File: src/sv/mcss_pkg.sv
package mcss_pkg;

    // Fixed geometry of the display.
    localparam int DIGITS      = 4;
    localparam int POS_W       = $clog2(DIGITS);
    localparam int BCD_W       = 4;
    localparam int RPC_W       = 16;
    localparam int HOUR_W      = 5;
    localparam int LINES_W     = 6;
    localparam int SEG_W       = 7;
    localparam int MODE_W      = 2;
    localparam int BTN_W       = 2;

    // Reset value of the rounds-per-count register.
    localparam logic [RPC_W-1:0] RPC_RESET = 16'd1500;

    // Mode codes, formed by the two button flags.
    localparam logic [MODE_W-1:0] MODE_IDLE      = 2'd0;
    localparam logic [MODE_W-1:0] MODE_STOPWATCH = 2'd1;
    localparam logic [MODE_W-1:0] MODE_H24       = 2'd2;
    localparam logic [MODE_W-1:0] MODE_H12       = 2'd3;

    // All digits off.
    localparam logic [LINES_W-1:0] LINES_OFF = 6'h3F;

    // State that the display logic reads for one scan slot.
    typedef struct packed {
        logic [MODE_W-1:0]             mode;
        logic [POS_W-1:0]              pos;
        logic [DIGITS-1:0][BCD_W-1:0]  sw_bcd;
        logic [HOUR_W-1:0]             hour;
        logic [2:0]                    min_tens;
        logic [BCD_W-1:0]              min_units;
    } mcss_disp_t;

    // What one scan slot drives onto the display.
    typedef struct packed {
        logic [LINES_W-1:0] digit_lines;
        logic [SEG_W-1:0]   segments;
        logic               am_lamp;
        logic               pm_lamp;
    } mcss_disp_out_t;

    // Segment patterns a..g for the decimal digits.
    function automatic logic [SEG_W-1:0] seg_of(input logic [BCD_W-1:0] digit);
        logic [SEG_W-1:0] pat;
        unique case (digit)
            4'd0:    pat = 7'h3F;
            4'd1:    pat = 7'h06;
            4'd2:    pat = 7'h5B;
            4'd3:    pat = 7'h4F;
            4'd4:    pat = 7'h66;
            4'd5:    pat = 7'h6D;
            4'd6:    pat = 7'h7D;
            4'd7:    pat = 7'h07;
            4'd8:    pat = 7'h7F;
            4'd9:    pat = 7'h6F;
            default: pat = 7'h00;
        endcase
        return pat;
    endfunction

    // Active-low digit enable; positions 0..3 drive bits 0, 3, 4 and 5.
    function automatic logic [LINES_W-1:0] lines_of(input logic [POS_W-1:0] pos);
        logic [LINES_W-1:0] lines;
        unique case (pos)
            2'd0:    lines = 6'h3E;
            2'd1:    lines = 6'h37;
            2'd2:    lines = 6'h2F;
            default: lines = 6'h1F;
        endcase
        return lines;
    endfunction

endpackage

File: src/sv/mcss_display.sv
module mcss_display (
    input  mcss_pkg::mcss_disp_t     st,
    output mcss_pkg::mcss_disp_out_t disp
);
    import mcss_pkg::*;

    logic [HOUR_W-1:0] hour_12;
    logic [HOUR_W-1:0] hour_sel;
    logic [1:0]        hour_tens;
    logic [HOUR_W-1:0] hour_rest;
    logic [BCD_W-1:0]  digit;
    logic              pm;

    // Twelve-hour form: hour 12 stays 12, others fold modulo 12.
    always_comb begin
        if (st.hour == 5'd12) begin
            hour_12 = 5'd12;
        end else if (st.hour > 5'd12) begin
            hour_12 = st.hour - 5'd12;
        end else begin
            hour_12 = st.hour;
        end
        hour_sel = (st.mode == MODE_H12) ? hour_12 : st.hour;
    end

    // Split the hour into its two decimal digits.
    always_comb begin
        if (hour_sel >= 5'd20) begin
            hour_tens = 2'd2;
            hour_rest = hour_sel - 5'd20;
        end else if (hour_sel >= 5'd10) begin
            hour_tens = 2'd1;
            hour_rest = hour_sel - 5'd10;
        end else begin
            hour_tens = 2'd0;
            hour_rest = hour_sel;
        end
    end

    // Pick the digit for the current scan position; position 0 is the units digit.
    always_comb begin
        if (st.mode == MODE_STOPWATCH) begin
            digit = st.sw_bcd[st.pos];
        end else begin
            unique case (st.pos)
                2'd0:    digit = st.min_units;
                2'd1:    digit = {1'b0, st.min_tens};
                2'd2:    digit = hour_rest[BCD_W-1:0];
                default: digit = {2'b00, hour_tens};
            endcase
        end
    end

    assign pm = (st.mode == MODE_H12) && (st.hour > 5'd12);

    // Idle blanks everything; active modes light one digit.
    always_comb begin
        if (st.mode == MODE_IDLE) begin
            disp.digit_lines = LINES_OFF;
            disp.segments    = '0;
            disp.am_lamp     = 1'b0;
            disp.pm_lamp     = 1'b0;
        end else begin
            disp.digit_lines = lines_of(st.pos);
            disp.segments    = seg_of(digit);
            disp.am_lamp     = (st.mode == MODE_H12) && !pm;
            disp.pm_lamp     = pm;
        end
    end

endmodule

File: src/sv/multimode_clock_seven_segment_scan.sv
// Channel  | Direction | Signals                          | Contents
// ---------+-----------+----------------------------------+------------------------------------
// s_       | in        | s_tvalid, s_tready, s_tdata[7:0] | one scan slot: button levels
// m_       | out       | m_tvalid, m_tready, m_tdata,     | digit lines, segments, lamps; mode
//          |           | m_tuser                          |
// cfg_     | in        | cfg_valid, cfg_ready, cfg_data   | rounds per count advance
//
// For each slot, button edges, display decode and counter update are
// one pass of logic between the state registers and the result register.
// A new slot is taken every cycle while the result register is empty or being drained.
// Reset (aresetn low, synchronous) sets both buttons released, idle mode, cleared
// counters and rounds per count to 1500. A stalled result holds; input then waits.
module multimode_clock_seven_segment_scan (
    input  logic        aclk,
    input  logic        aresetn,
    // Configuration transfer: rounds_per_count.
    input  logic        cfg_valid,
    output logic        cfg_ready,
    input  logic [15:0] cfg_data,
    // Input slot.
    input  logic        s_tvalid,
    output logic        s_tready,
    input  logic [7:0]  s_tdata,   // [1:0] button_levels, [7:2] zero
    // Result slot.
    output logic        m_tvalid,
    input  logic        m_tready,
    output logic [15:0] m_tdata,   // [5:0] digit_lines, [12:6] segments, [13] am_lamp,
                                   // [14] pm_lamp, [15] zero
    output logic [1:0]  m_tuser    // [1:0] mode
);
    import mcss_pkg::*;

    logic [RPC_W-1:0]             rpc_reg;
    logic [BTN_W-1:0]             last_levels_reg;
    logic [MODE_W-1:0]            mode_flags_reg;
    logic [DIGITS-1:0][BCD_W-1:0] sw_reg;
    logic [HOUR_W-1:0]            hour_reg;
    logic [2:0]                   min_tens_reg;
    logic [BCD_W-1:0]             min_units_reg;
    logic [POS_W-1:0]             pos_reg;
    logic [RPC_W-1:0]             rounds_reg;
    logic                         m_valid_reg;
    logic [15:0]                  m_data_reg;
    logic [1:0]                   m_user_reg;

    logic [MODE_W-1:0]            mode_flags_next;
    logic [DIGITS-1:0][BCD_W-1:0] sw_next;
    logic [HOUR_W-1:0]            hour_next;
    logic [2:0]                   min_tens_next;
    logic [BCD_W-1:0]             min_units_next;
    logic [POS_W-1:0]             pos_next;
    logic [RPC_W-1:0]             rounds_next;

    logic                         s_accept;
    logic [BTN_W-1:0]             levels;
    logic [BTN_W-1:0]             falls;
    logic                         toggle;
    logic [DIGITS-1:0][BCD_W-1:0] sw_cur;
    logic [HOUR_W-1:0]            hour_cur;
    logic [2:0]                   min_tens_cur;
    logic [BCD_W-1:0]             min_units_cur;
    logic [POS_W-1:0]             pos_cur;
    logic [RPC_W-1:0]             rounds_cur;
    logic [RPC_W-1:0]             rounds_inc;
    logic [RPC_W-1:0]             limit;
    logic                         advance;
    logic                         carry;
    mcss_disp_t                   disp_st;
    mcss_disp_out_t               disp;

    assign s_accept  = s_tvalid && s_tready;
    assign s_tready  = !m_valid_reg || m_tready;
    assign cfg_ready = 1'b1;
    assign m_tvalid  = m_valid_reg;
    assign m_tdata   = m_data_reg;
    assign m_tuser   = m_user_reg;

    // A falling edge on a button toggles its flag and restarts all counting.
    assign levels = s_tdata[BTN_W-1:0];
    assign falls  = ~levels & last_levels_reg;
    assign toggle = |falls;

    always_comb begin
        mode_flags_next = mode_flags_reg ^ falls;
        sw_cur          = toggle ? '0 : sw_reg;
        hour_cur        = toggle ? '0 : hour_reg;
        min_tens_cur    = toggle ? '0 : min_tens_reg;
        min_units_cur   = toggle ? '0 : min_units_reg;
        pos_cur         = toggle ? '0 : pos_reg;
        rounds_cur      = toggle ? '0 : rounds_reg;
    end

    // Display decode of this slot in the new mode.
    always_comb begin
        disp_st.mode      = mode_flags_next;
        disp_st.pos       = pos_cur;
        disp_st.sw_bcd    = sw_cur;
        disp_st.hour      = hour_cur;
        disp_st.min_tens  = min_tens_cur;
        disp_st.min_units = min_units_cur;
    end

    mcss_display u_display (
        .st   (disp_st),
        .disp (disp)
    );

    // Scan advance; a count advances when enough full rounds have gone by.
    always_comb begin
        limit       = (rpc_reg == '0) ? {{(RPC_W-1){1'b0}}, 1'b1} : rpc_reg;
        rounds_inc  = rounds_cur + 1'b1;
        pos_next    = pos_cur;
        rounds_next = rounds_cur;
        advance     = 1'b0;
        if (mode_flags_next != MODE_IDLE) begin
            pos_next = pos_cur + 1'b1;
            if (pos_cur == POS_W'(DIGITS - 1)) begin
                if (rounds_inc >= limit) begin
                    rounds_next = '0;
                    advance     = 1'b1;
                end else begin
                    rounds_next = rounds_inc;
                end
            end
        end
    end

    // Stopwatch as a decimal counter; all nines wraps to zero.
    always_comb begin
        sw_next = sw_cur;
        carry   = advance && (mode_flags_next == MODE_STOPWATCH);
        for (int i = 0; i < DIGITS; i++) begin
            if (carry) begin
                if (sw_cur[i] == 4'd9) begin
                    sw_next[i] = '0;
                end else begin
                    sw_next[i] = sw_cur[i] + 1'b1;
                    carry      = 1'b0;
                end
            end
        end
    end

    // Clock: minutes roll into hours, 23:59 rolls to 00:00.
    always_comb begin
        hour_next      = hour_cur;
        min_tens_next  = min_tens_cur;
        min_units_next = min_units_cur;
        if (advance && (mode_flags_next != MODE_STOPWATCH)) begin
            if (min_units_cur == 4'd9) begin
                min_units_next = '0;
                if (min_tens_cur == 3'd5) begin
                    min_tens_next = '0;
                    hour_next     = (hour_cur == 5'd23) ? '0 : hour_cur + 1'b1;
                end else begin
                    min_tens_next = min_tens_cur + 1'b1;
                end
            end else begin
                min_units_next = min_units_cur + 1'b1;
            end
        end
    end

    // Configuration register.
    always_ff @(posedge aclk) begin
        if (!aresetn) begin
            rpc_reg <= RPC_RESET;
        end else if (cfg_valid && cfg_ready) begin
            rpc_reg <= cfg_data;
        end
    end

    // State update on each accepted slot.
    always_ff @(posedge aclk) begin
        if (!aresetn) begin
            last_levels_reg <= '1;
            mode_flags_reg  <= MODE_IDLE;
            sw_reg          <= '0;
            hour_reg        <= '0;
            min_tens_reg    <= '0;
            min_units_reg   <= '0;
            pos_reg         <= '0;
            rounds_reg      <= '0;
        end else if (s_accept) begin
            last_levels_reg <= levels;
            mode_flags_reg  <= mode_flags_next;
            sw_reg          <= sw_next;
            hour_reg        <= hour_next;
            min_tens_reg    <= min_tens_next;
            min_units_reg   <= min_units_next;
            pos_reg         <= pos_next;
            rounds_reg      <= rounds_next;
        end
    end

    // Result register valid flag.
    always_ff @(posedge aclk) begin
        if (!aresetn) begin
            m_valid_reg <= 1'b0;
        end else if (s_accept) begin
            m_valid_reg <= 1'b1;
        end else if (m_tready) begin
            m_valid_reg <= 1'b0;
        end
    end

    // Result payload.
    always_ff @(posedge aclk) begin
        if (s_accept) begin
            m_data_reg <= {1'b0, disp.pm_lamp, disp.am_lamp, disp.segments, disp.digit_lines};
            m_user_reg <= mode_flags_next;
        end
    end

endmodule

File: config.mk
export PLATFORM = sky130hd
export DESIGN_NAME = multimode_clock_seven_segment_scan
export DESIGN_NICKNAME = d
export VERILOG_FILES = /design/src/sv/mcss_pkg.sv /design/src/sv/mcss_display.sv /design/src/sv/multimode_clock_seven_segment_scan.sv
export SDC_FILE = /design/constraint.sdc
export NUM_CORES = 1
export LEC_CHECK = 0
export BUFFER_PORTS_ARGS = -buffer_cell sky130_fd_sc_hd__buf_2
export CAP_MARGIN = 20
export CORE_MARGIN = 8
export CORE_UTILIZATION = 35
export CTS_CLUSTER_SIZE = 40
export DETAILED_ROUTE_END_ITERATION = 16
export SLEW_MARGIN = 30
export SYNTH_ARGS = -nofsm -noshare
export SYNTH_HDL_FRONTEND = slang
export SYNTH_SLANG_ARGS = --single-unit
File: constraint.sdc
create_clock -name aclk -period 11.2 [get_ports aclk]
set_input_delay 2.24 -clock aclk [delete_from_list [all_inputs] [get_ports aclk]]
set_output_delay 2.24 -clock aclk [all_outputs]
set_load 0.02 [all_outputs]
==> flow_metrics.py, run 1 <==
metrics = {
    "global_routing": {
        "gr-usage-all-layers_pct": 14.69,
        "grt_max_degree": 56,
        "overflow": 0,
        "grt_pass1_wl_um": 23830,
        "antenna_found_initial": 0,
        "grt_pass1_vias": 4967,
    },
    "sta": {
        "hold_viol": 0,
        "max_slew_margin_pct": 44.44,
        "worstMarginPinSlew_ns": 0.8334,
        "post-route-min-period_ns": 6.599,
        "rsz0062_at_grt": "false",
        "fin_setup_tns_ns": 0,
        "post-route-period-util_pct": 58.92,
        "final_max_slew_viol_count": 0,
        "setup_viol_count_final": 0,
        "finalClockSkew_ns": 0.009590,
        "max_freq_mhz": 151.5,
    },
    "worst_setup_path": {
        "setup.worst_path.start_class": "input port",
        "arrival_ns": 6.86,
        "critPathMaxFanout": 19,
        "required_ns": 11.46,
        "endpoint_kind": "flip-flop",
        "r2r_slack_ns": 6.31,
        "critPathKind": "in -> reg",
    },
    "pwr": {
        "p_clk_share_pct": 42.7,
        "switching_power_mw": 0.1931,
        "ir_drop_v": 0.00007659,
        "seqPwrFrac_pct": 44.0,
        "p_comb_share_pct": 13.4,
        "p_int_mw": 0.5345,
        "p_sw_share_pct": 26.54,
        "power.total_mw": 0.7276,
        "p_leak_nw": 2.371,
        "power_density_nw_per_um2": 121.2,
    },
    "routing": {
        "ant_nets": 0,
        "first_pass_iters": 5,
        "routed_wl_um": 14070,
        "drc": 0,
        "wl_per_cell_um": 15.83,
        "avgViaCountPerCell": 5.729,
        "dr_total_vias": 5093,
        "drtIter0Drc": 543,
    },
    "synth": {
        "yosysMostFrequentCell": "nand2_1",
        "synthDistinctLibCells": 67,
        "yosysWarnings": 0,
        "ys_top_cells_by_count": "nand2_1, dfxtp_1, nor2_1, a21oi_1, o21ai_0",
        "ys_ff_latch": 82,
        "syn_area_um2": 5410,
        "synthArstFlopShare_pct": 0,
        "syn_inst": 684,
        "synthTopCellsByArea": "dfxtp_1, edfxtp_1, ha_1",
        "synthDominantCellAreaShare_pct": 24.79,
        "ys_seq_area_share_pct": 33.12,
        "synth_ff_type": "dfxtp_1",
        "yosys.area.top_type": "dfxtp_1",
        "synth-edff-count": 15,
        "synth_area_per_cell_um2": 7.910,
    },
    "die": {
        "start_util_pct": 35.72,
        "die_h_um": 140.3,
        "die_x_um": 140.3,
        "placementRows": 45,
        "coreArea_um2": 15150,
        "dieArea_um2": 19690,
        "ios": 50,
    },
    "placement": {
        "numPortBuffers": 39,
        "place_hpwl_um": 9934,
        "gp_congestion": 0.8838,
    },
    "cts": {
        "clk_pin_slew_ns": 0.06,
        "cts_max_level": 3,
        "cts_tree": "done",
        "clock_path_buffers": 2,
        "postCtsHoldBufs": 0,
        "postCtsSetupBuffers": 0,
        "cts_resized": 0,
        "cts.sink_count": 82,
        "clock-root-buffer": "clkbuf_16",
        "numCtsBuffers": 9,
        "insertion_delay_ns": 0.35,
    },
    "finish": {
        "antennaDiodeCount": 0,
        "area_delta_synth_final_pct": 10.92,
        "fill_cells": 1533,
        "layout.nets": 759,
        "drive_gt1_share_pct": 11.27,
    },
    "run": {
        "cap_violations": 0,
    },
    "status": {
        "outcome": "finished, final reports clean",
    },
    "worst_hold_path": {
        "worstHoldPathType": "reg -> reg",
    },
}
## cells by family (layout without fill, tap and decap cells)
kind of cell             Yosys count  count (layout)  synth area share [%]
adder cells (fa/ha/maj)           33              33                 7.632
AO/OA/AOI/OAI                    176             176                 20.65
other                              2               4                0.1388
AND/OR/NAND/NOR                  279             279                 25.69
multiplexers                      16              16                 3.885
XOR/XNOR                          14              14                 2.544
flip-flops                        82              82                 33.12
buffers and inverters             82              97                 6.337
## cells in the final DEF (no fill, tap or decap), types with 6 or more instances in the layout
cell type	Yosys	routed
a21o_1	6	6
nand4_1	18	18
nor2b_1	11	11
nand2_1	81	81
o21ai_1	6	6
inv_1	32	32
or3_1	9	9
xor2_1	7	7
dfxtp_1	67	67
ha_1	33	33
buf_2	7	40
and3_1	12	12
a22oi_1	17	17
o21ai_0	40	40
nor2_1	65	65
clkbuf_16	0	9
buf_4	5	6
o211ai_1	10	10
a21oi_1	51	51
edfxtp_1	15	15
a31oi_1	11	11
nor3_1	12	12
mux2i_1	12	12
nand3_1	33	33
## through the flow
step	util, %	cell area (um^2)	instances	setup WS, ns	hold slack [ns]
after floorplan	-	5418	686	5.129	0.4544
after global placement	37.54	5685	873	4.371	0.4648
after detailed placement	37.54	5685	873	4.281	0.4795
after CTS	39.58	5995	888	4.635	0.4907
after global routing	39.62	6001	889	4.119	0.5231
final	39.62	6001	889	4.601	0.4889
## power groups by stage
stage               clock network, mW  registers (mW)  logic (mW)
floorplan                           0           0.332      0.0667
global placement                    0           0.326      0.0952
detailed placement                  0           0.327      0.0967
CTS                             0.316           0.320      0.0969
global route                    0.329           0.322       0.109
finish                          0.310           0.320      0.0972
## area by class of cell
| cell class | instances | area [um^2] | share of cell area [%] |
|---|---|---|---|
| Tap cell | 188 | 235.2 | 3.920 |
| Inverter | 36 | 136.4 | 2.273 |
| Timing Repair Buffer | 46 | 245.2 | 4.087 |
| Sequential cell | 82 | 1792 | 29.86 |
| Clock buffer | 13 | 274.0 | 4.566 |
| Clock inverter | 2 | 35.03 | 0.5838 |
| Multi-Input combinational cell | 522 | 3283 | 54.71 |
## path summary, 6_finish.rpt
kind                                         start           to  depth (start not counted)
worst min register to register         hour_reg[1]  hour_reg[1]                          2
worst max register to register  last_levels_reg[0]  hour_reg[3]                         18
worst max-delay path                    s_tdata[1]  hour_reg[3]                         19
worst min-delay path                   hour_reg[1]  hour_reg[1]                          2
## routing by layer
metal | global-route usage [%] | part of all wire, %
met1 | 17.03 | 44
met2 | 24.90 | 47
met3 | 3.432 | 6.0
met4 | 7.429 | 3.1
met5 | 0 | 0
## worst max-delay path, cell delays in order
cell and delay [ns]:
buf_2 0.09, nand2b_2 0.29, and3_1 0.29, ha_1 0.30, nand3_1 0.14, or3_1 0.44, nor4_2 0.36, nand3_1 0.16
xor2_1 0.16, nor2_1 0.09, ha_1 0.32, nand4_1 0.13, a211oi_1 0.21, a21oi_1 0.10, buf_4 0.21, nor3_2 0.51
nand4_1 0.17, or4b_1 0.49, a31oi_1 0.16
Note: power is estimated with default switching activity, not from simulation.
==> inputs of run 2 (changes only) <==
- clock period: 11.2 -> 6.4 ns (I/O delays scaled with it)
==> run 2 against run 1 <==
Compared with the run above: global-route usage is essentially flat; clock skew shrank 0.0023 ns; register-to-register slack lost 4.7 ns; die area is the same.
==> flow_metrics.py, run 2 (synthesis gave the netlist of run 1 again) <==
metrics = {
    "sta": {
        "fin_setup_tns_ns": 0,
        "post-route-period-util_pct": 86.03,
        "post-route-min-period_ns": 5.506,
        "final_max_slew_viol_count": 0,
        "rsz0062_at_grt": "false",
        "hold_viol": 0,
        "finalClockSkew_ns": 0.007259,
        "max_slew_margin_pct": 44.57,
        "worstMarginPinSlew_ns": 0.8304,
        "max_freq_mhz": 181.6,
        "setup_viol_count_final": 0,
    },
    "global_routing": {
        "grt_max_degree": 56,
        "antenna_found_initial": 0,
        "grt_pass1_wl_um": 23650,
        "grt_pass1_vias": 4830,
        "overflow": 0,
        "gr-usage-all-layers_pct": 14.74,
    },
    "worst_setup_path": {
        "critPathKind": "in -> reg",
        "setup.worst_path.start_class": "input port",
        "path_cells": "buf_2 > nand2b_2 > and3_1 > ha_1 > nand3_1 > or3_1 > nor4_2 > nand3_1 > xor2_1 > nor2_1 > ha_1 > nand4_1 > a211oi_1 > a21oi_1 > buf_4 > nor3b_1 > nand4_1 > or3_1 > nand3_1",
        "cpLargestDelayFamily": "simple AND/OR/NAND/NOR gates",
        "max_stage_delay_ns": 0.57,
        "cpMostUsedCell": "nand3_1",
        "rr_worst_depth": 18,
        "worst_path_max_delay_cell": "nor3b_1",
        "worst-path-stages": 19,
        "arrival_ns": 5.80,
        "endpoint_kind": "flip-flop",
        "critPathMaxFanout": 19,
        "required_ns": 6.69,
        "crit_buf_inv": 2,
    },
    "finish": {
        "final_cell_mix": "nand2_1, dfxtp_1, nor2_1",
        "fill_cells": 1494,
        "final_cell_area_um2": 6015,
        "layout.nets": 761,
        "final_common_cell": "nand2_1",
        "multi_input_area_um2": 3283,
        "drive_gt1_share_pct": 11.65,
        "area_delta_synth_final_pct": 11.17,
        "antennaDiodeCount": 0,
        "fin_cells": 892,
        "ff_latch_area_um2": 1792,
    },
    "routing": {
        "wl_per_cell_um": 16.23,
        "avgViaCountPerCell": 5.752,
        "drc": 0,
        "routed_wl_um": 14480,
        "dr_total_vias": 5131,
        "first_pass_iters": 5,
        "drtIter0Drc": 387,
        "ant_nets": 0,
    },
    "cts": {
        "clk_pin_slew_ns": 0.07,
        "cts_resized": 0,
        "numCtsBuffers": 9,
        "insertion_delay_ns": 0.35,
        "postCtsHoldBufs": 0,
        "cts_tree": "done",
        "postCtsSetupBuffers": 0,
        "clock-root-buffer": "clkbuf_16",
        "cts_max_level": 3,
        "clock_path_buffers": 2,
        "cts.sink_count": 82,
    },
    "die": {
        "die_x_um": 140.3,
        "dieArea_um2": 19690,
        "coreArea_um2": 15150,
        "start_util_pct": 35.72,
        "placementRows": 45,
        "ios": 50,
        "die_h_um": 140.3,
    },
    "worst_hold_path": {
        "whs_path_depth": 2,
        "worstHoldPathType": "reg -> reg",
    },
    "placement": {
        "place_inst": 875,
        "placed_area_um2": 5700,
        "numPortBuffers": 39,
        "gp_congestion": 0.8405,
        "place_hpwl_um": 10200,
    },
    "status": {
        "outcome": "finished, final reports clean",
    },
    "pwr": {
        "power_density_nw_per_um2": 210.3,
        "ir_drop_v": 0.0001096,
        "p_leak_nw": 2.378,
        "power.total_mw": 1.265,
    },
    "run": {
        "cap_violations": 0,
    },
}
run 2: cell count changes in the layout (fill, tap and decap cells not counted), sizes merged:
cell and change:
bufinv -1, inv +2, buf +2, clkinvlp +1, clkbuf -1
run 2: power by group:
part           internal, mW  total [mW]  switching [mW]
logic                0.0507       0.171           0.121
registers             0.549       0.560          0.0112
clock network         0.310       0.534           0.224
total                 0.909        1.27           0.356
run 2: layout make-up:
class | instances | share of cell area [%]
repair buffers | 48 | 4.327
flip-flops and latches | 82 | 29.79
inverters | 36 | 2.268
multi-input cells | 522 | 54.59
clock inverters | 4 | 0.4993
well taps | 188 | 3.911
clock buffers | 12 | 4.618
run 2: tightest hold or removal path, delay by kind of cell (launching register included):
family | cells | cell delay [ns]
AND/OR/NAND/NOR | 2 | 0.12
flip-flops | 1 | 0.32
run 2: path summary, 6_finish.rpt:
path,slack [ns],from,end
worst max-delay path,0.89,s_tdata[1],sw_reg[3]
worst min-delay path,0.49,last_levels_reg[1],last_levels_reg[1]
worst max register to register,1.64,last_levels_reg[1],sw_reg[3]
worst min register to register,0.49,last_levels_reg[1],last_levels_reg[1]
run 2: per-layer routing:
metal | GRT usage [%] | up-vias | share of wire (%)
met3 | 3.296 | 31 | 5.0
met2 | 24.97 | 160 | 47
li1 | - | 2510 | -
met1 | 17.36 | 2430 | 45
met5 | 0 | - | 0
met4 | 6.971 | 0 | 2.6
run 2: through the flow:
stage          worst slack, ns  util [%]  hold WS [ns]
6_report                0.8944     39.71        0.4885
5_1_grt                 0.5336     39.71        0.5144
4_1_cts                 0.9701     39.67        0.4959
3_5_place_dp            0.6473     37.64        0.4819
3_3_place_gp            0.7074     37.64        0.4640
2_1_floorplan            1.289         -        0.4544
